### src/rtl/i2cee_pkg.sv
// ----------------------------------------------------------------------------
// i2cee_pkg
// Types and constants shared by the EEPROM random-read I2C master.
// ----------------------------------------------------------------------------
package i2cee_pkg;

	localparam int DEV_CODE_W  = 7;
	localparam int BYTE_W      = 8;
	localparam int BIT_COUNT_W = 4;

	localparam logic [DEV_CODE_W-1:0]  DEV_CODE_RESET = 7'h50;
	localparam logic [BIT_COUNT_W-1:0] BITS_PER_BYTE  = 4'd8;

	typedef enum logic [15:0] {
		ST_IDLE   = 16'h0001,
		ST_START  = 16'h0002,
		ST_DEVW   = 16'h0004,
		ST_ACK1   = 16'h0008,
		ST_ADDR   = 16'h0010,
		ST_ACK2   = 16'h0020,
		ST_RS_A   = 16'h0040,
		ST_RS_B   = 16'h0080,
		ST_RS_C   = 16'h0100,
		ST_DEVR   = 16'h0200,
		ST_ACK3   = 16'h0400,
		ST_READ   = 16'h0800,
		ST_NACK   = 16'h1000,
		ST_STOP_A = 16'h2000,
		ST_STOP_B = 16'h4000,
		ST_STOP_C = 16'h8000
	} step_t;

	typedef struct packed {
		step_t                  step;
		logic [BIT_COUNT_W-1:0] bit_count;
		logic                   phase;
		logic [BYTE_W-1:0]      shift;
		logic [BYTE_W-1:0]      addr;
		logic                   nack;
	} seq_state_t;

	typedef struct packed {
		logic              scl_level;
		logic              sda_release;
		logic              busy_res;
		logic              data_valid;
		logic [BYTE_W-1:0] read_data;
		logic              ack_failed;
	} seq_result_t;

endpackage

### src/rtl/i2cee_core.sv
// ----------------------------------------------------------------------------
// i2cee_core
// Next-state and bus-level logic for one half-bit tick of the sequencer.
// ----------------------------------------------------------------------------
module i2cee_core
	import i2cee_pkg::*;
(
	input  seq_state_t            cur,
	input  logic [DEV_CODE_W-1:0] device_code,
	input  logic                  request_read,
	input  logic [BYTE_W-1:0]     word_address,
	input  logic                  sda_sample,
	output seq_state_t            nxt,
	output seq_result_t           res
);

	logic [BIT_COUNT_W-1:0] bc_inc;
	logic                   byte_end;

	assign bc_inc   = BIT_COUNT_W'(cur.bit_count + 1'b1);
	assign byte_end = (bc_inc >= BITS_PER_BYTE);

	always_comb begin
		nxt             = cur;
		res.scl_level   = 1'b1;
		res.sda_release = 1'b1;
		res.busy_res    = 1'b1;
		res.data_valid  = 1'b0;
		res.read_data   = '0;
		case (cur.step)
			ST_START: begin
				res.sda_release = 1'b0;
				nxt.shift       = {device_code, 1'b0};
				nxt.bit_count   = '0;
				nxt.phase       = 1'b0;
				nxt.step        = ST_DEVW;
			end
			ST_DEVW, ST_ADDR, ST_DEVR: begin
				res.scl_level   = cur.phase;
				res.sda_release = cur.shift[BYTE_W-1];
				nxt.phase       = ~cur.phase;
				if (cur.phase) begin
					nxt.shift = {cur.shift[BYTE_W-2:0], 1'b0};
					if (byte_end) begin
						nxt.bit_count = '0;
						if (cur.step == ST_DEVW)
							nxt.step = ST_ACK1;
						else if (cur.step == ST_ADDR)
							nxt.step = ST_ACK2;
						else
							nxt.step = ST_ACK3;
					end else begin
						nxt.bit_count = bc_inc;
					end
				end
			end
			ST_ACK1, ST_ACK2, ST_ACK3: begin
				res.scl_level = cur.phase;
				nxt.phase     = ~cur.phase;
				if (cur.phase) begin
					if (sda_sample)
						nxt.nack = 1'b1;
					if (cur.step == ST_ACK1) begin
						nxt.shift = cur.addr;
						nxt.step  = ST_ADDR;
					end else if (cur.step == ST_ACK2) begin
						nxt.step = ST_RS_A;
					end else begin
						nxt.shift = '0;
						nxt.step  = ST_READ;
					end
				end
			end
			ST_RS_A: begin
				res.scl_level = 1'b0;
				nxt.step      = ST_RS_B;
			end
			ST_RS_B: begin
				nxt.step = ST_RS_C;
			end
			ST_RS_C: begin
				res.sda_release = 1'b0;
				nxt.shift       = {device_code, 1'b1};
				nxt.bit_count   = '0;
				nxt.phase       = 1'b0;
				nxt.step        = ST_DEVR;
			end
			ST_READ: begin
				res.scl_level = cur.phase;
				nxt.phase     = ~cur.phase;
				if (cur.phase) begin
					nxt.shift = {cur.shift[BYTE_W-2:0], sda_sample};
					if (byte_end) begin
						nxt.bit_count = '0;
						nxt.step      = ST_NACK;
					end else begin
						nxt.bit_count = bc_inc;
					end
				end
			end
			ST_NACK: begin
				res.scl_level = cur.phase;
				nxt.phase     = ~cur.phase;
				if (cur.phase)
					nxt.step = ST_STOP_A;
			end
			ST_STOP_A: begin
				res.scl_level   = 1'b0;
				res.sda_release = 1'b0;
				nxt.step        = ST_STOP_B;
			end
			ST_STOP_B: begin
				res.sda_release = 1'b0;
				nxt.step        = ST_STOP_C;
			end
			ST_STOP_C: begin
				res.data_valid = 1'b1;
				res.read_data  = cur.shift;
				nxt.step       = ST_IDLE;
			end
			default: begin
				res.busy_res  = 1'b0;
				nxt.step      = ST_IDLE;
				nxt.phase     = 1'b0;
				nxt.bit_count = '0;
				if (request_read) begin
					nxt.addr     = word_address;
					nxt.nack     = 1'b0;
					res.busy_res = 1'b1;
					nxt.step     = ST_START;
				end
			end
		endcase
		res.ack_failed = nxt.nack;
	end

endmodule

### config.mk
export PLATFORM = sky130hd
export DESIGN_NAME = i2cee_core
export DESIGN_NICKNAME = d
export VERILOG_FILES = /design/src/rtl/i2cee_pkg.sv /design/src/rtl/i2cee_core.sv
export SDC_FILE = /design/constraint.sdc
export NUM_CORES = 1
export LEC_CHECK = 0
export BUFFER_PORTS_ARGS = -buffer_cell sky130_fd_sc_hd__buf_2
export CAP_MARGIN = 20
export CORE_ASPECT_RATIO = 0.6
export CORE_UTILIZATION = 40
export DETAILED_ROUTE_END_ITERATION = 8
export PLACE_DENSITY_LB_ADDON = 0.3
export SETUP_SLACK_MARGIN = 0.2
export SLEW_MARGIN = 10
export SYNTH_ARGS = -nofsm -noshare
export SYNTH_HDL_FRONTEND = slang
export SYNTH_SLANG_ARGS = --single-unit
### constraint.sdc
create_clock -name vclk -period 3
set_input_delay 0.3 -clock vclk [all_inputs]
set_output_delay 0.3 -clock vclk [all_outputs]
set_load 0.01 [all_outputs]
==> flow_summary.toml <==
[run_status]
status = "completed"

[logic_synthesis]
synthMostInstantiatedCell = "nand2_1"
synth.top_cells.by_area = "mux2_4 8.8%, nand2_1 7.1%, and2_1 5.5%"
syn-cell-area_mm2 = 0.00137
synth_top_area_frac = 0.0880
ys_warn_count = 0
synthDistinctLibCells = 56
syn_area_per_cell_um2 = 7.30
synth_top_area_cell = "mux2_4"
ys_seq_area_frac = 0
ys_top_cells_by_count = "26 x nand2_1, 14 x nor2_1, 12 x and2_1"
syn_inst = 187
syn_nets = 243

[setup_path]
critical_path.startpoint_type = "input pin"
cp_common_cell = "buf_2"
cp_data_required_time_ns = 2.70
cpPeakStageDelay_ns = 0.43
cp_max_fo = 10
cp_slowest_cell = "nor4_4"
cp_top_family = "simple AND/OR/NAND/NOR gates"
worstPathArrival_ns = 2.33
crit_buf_inv = 2
end_kind = "primary output"
crit_chain = "buf_2 -> nor4_4 -> and2_1 -> a21o_1 -> a211oi_4 -> nand4_4 -> mux2_4 -> buf_2"
criticalPathCategory = "input pin to primary output"

[floorplan]
dieWidth_um = 77.4
rows = 16
core_mm2 = 0.00326
start_util = 0.418
die_h_um = 47.3
pin_count = 106
dieArea_mm2 = 0.00366

[pwr]
p_per_area_mw_per_mm2 = 86.0
peakVddDrop_mv = 0.0640
leakagePower_nw = 0.929

[grt]
antenna_found_initial = 0
grt_pass1_wl_mm = 7.07
grt_pass1_vias = 1381
track_usage = 0.244
grt-ovfl-total = 0
grt_start_max_net_pins = 17

[sta]
setup_slack_ns = 0.371
fmax_ghz = 0.380
finalCritPeriodShare = 0.876
tns_ns = 0
fin_crit_ns = 2.63
final-setup-viol-count = 0
hold_violations = 0
worstMarginPinSlew_ns = 0.568
slew_violations = 0
relSlewSlack = 0.618
rsz0062_at_grt = "false"

[route]
drt-wirelength-per-cell_um = 14.4
drt_iter0_markers = 110
viasPerCell = 5.52
ant_nets = 0
wl_mm = 4.75
drc = 0
dr.pass1.iters = 4
vias = 1826

[worst_hold_path]
holdCritPathClass = "input pin to primary output"

[finish]
regArea_um2 = 0
finish.utilization = 0.585
area_growth_pct = 39.8
clock_buffers = 0
n_fill_cell = 334
final_area_mm2 = 0.00191
design.final.nets = 344
antenna_cells = 0
drive_gt1_frac = 0.493
design.seq.count = 0

[clocking]
hold_buffers = 0
postCtsSetupBuffers = 0
cts_resized = 0

[placement]
io_buffers = 106
dpl_cell_area_mm2 = 0.00190
place_ws_ns = 0.342
globalplace.congestion = 0.858
place_hpwl_mm = 3.98

[flow_run]
drv_cap = 0
## area by class of cell
class	instances	area (um^2)	area share
timing repair buffer	111	568	0.298
multi-input combinational	170	1260	0.663
tap	45	56.3	0.0295
inverter	5	18.8	0.00984
## power breakdown
part / switching (mW) / total, mW / internal [mW]
combinational: 0.0897 / 0.164 / 0.0744
sequential: 0 / 0 / 0
clock: 0 / 0 / 0
## worst paths after layout
kind	cells after the start	endpoint	from
setup / recovery	8	nxt[3]	cur[35]
hold / removal	3	nxt[4]	word_address[3]
## placed cells by master, fill, tap and decap left out, drive strengths merged, types with 5 or more instances in the layout
cell type | netlist | layout
o21ai | 11 | 11
nand2b | 6 | 6
and2 | 13 | 13
nand3 | 8 | 8
mux2 | 8 | 8
inv | 5 | 5
a22o | 8 | 8
a32oi | 7 | 7
nand4 | 5 | 5
nor4 | 8 | 8
nand2 | 27 | 27
buf | 10 | 111
nor3 | 6 | 6
nor2 | 14 | 14
## logic make-up after synthesis
family / synth area share
AOI/OAI and AO/OA: 0.275
xor gates and xnor gates: 0.0321
adders and majority gates: 0.00916
buffers and inverters: 0.0797
muxes: 0.103
and+or+nand+nor: 0.501
## per-stage QoR
stage	power (mW)	std cells	hold slack, ns
detailed placement	0.161	331	0.910
global route	0.181	331	0.939
finish	0.164	331	0.908
global placement	0.158	331	0.907
CTS	0.161	331	0.910
floorplan	0.0859	187	0.640
## metal layers
metal  share of wire  track usage
met5               0            0
met4               0            0
met3           0.078      0.00971
met2            0.41        0.363
met1            0.51        0.398
No activity file was read; power rests on OpenSTA's default activity.
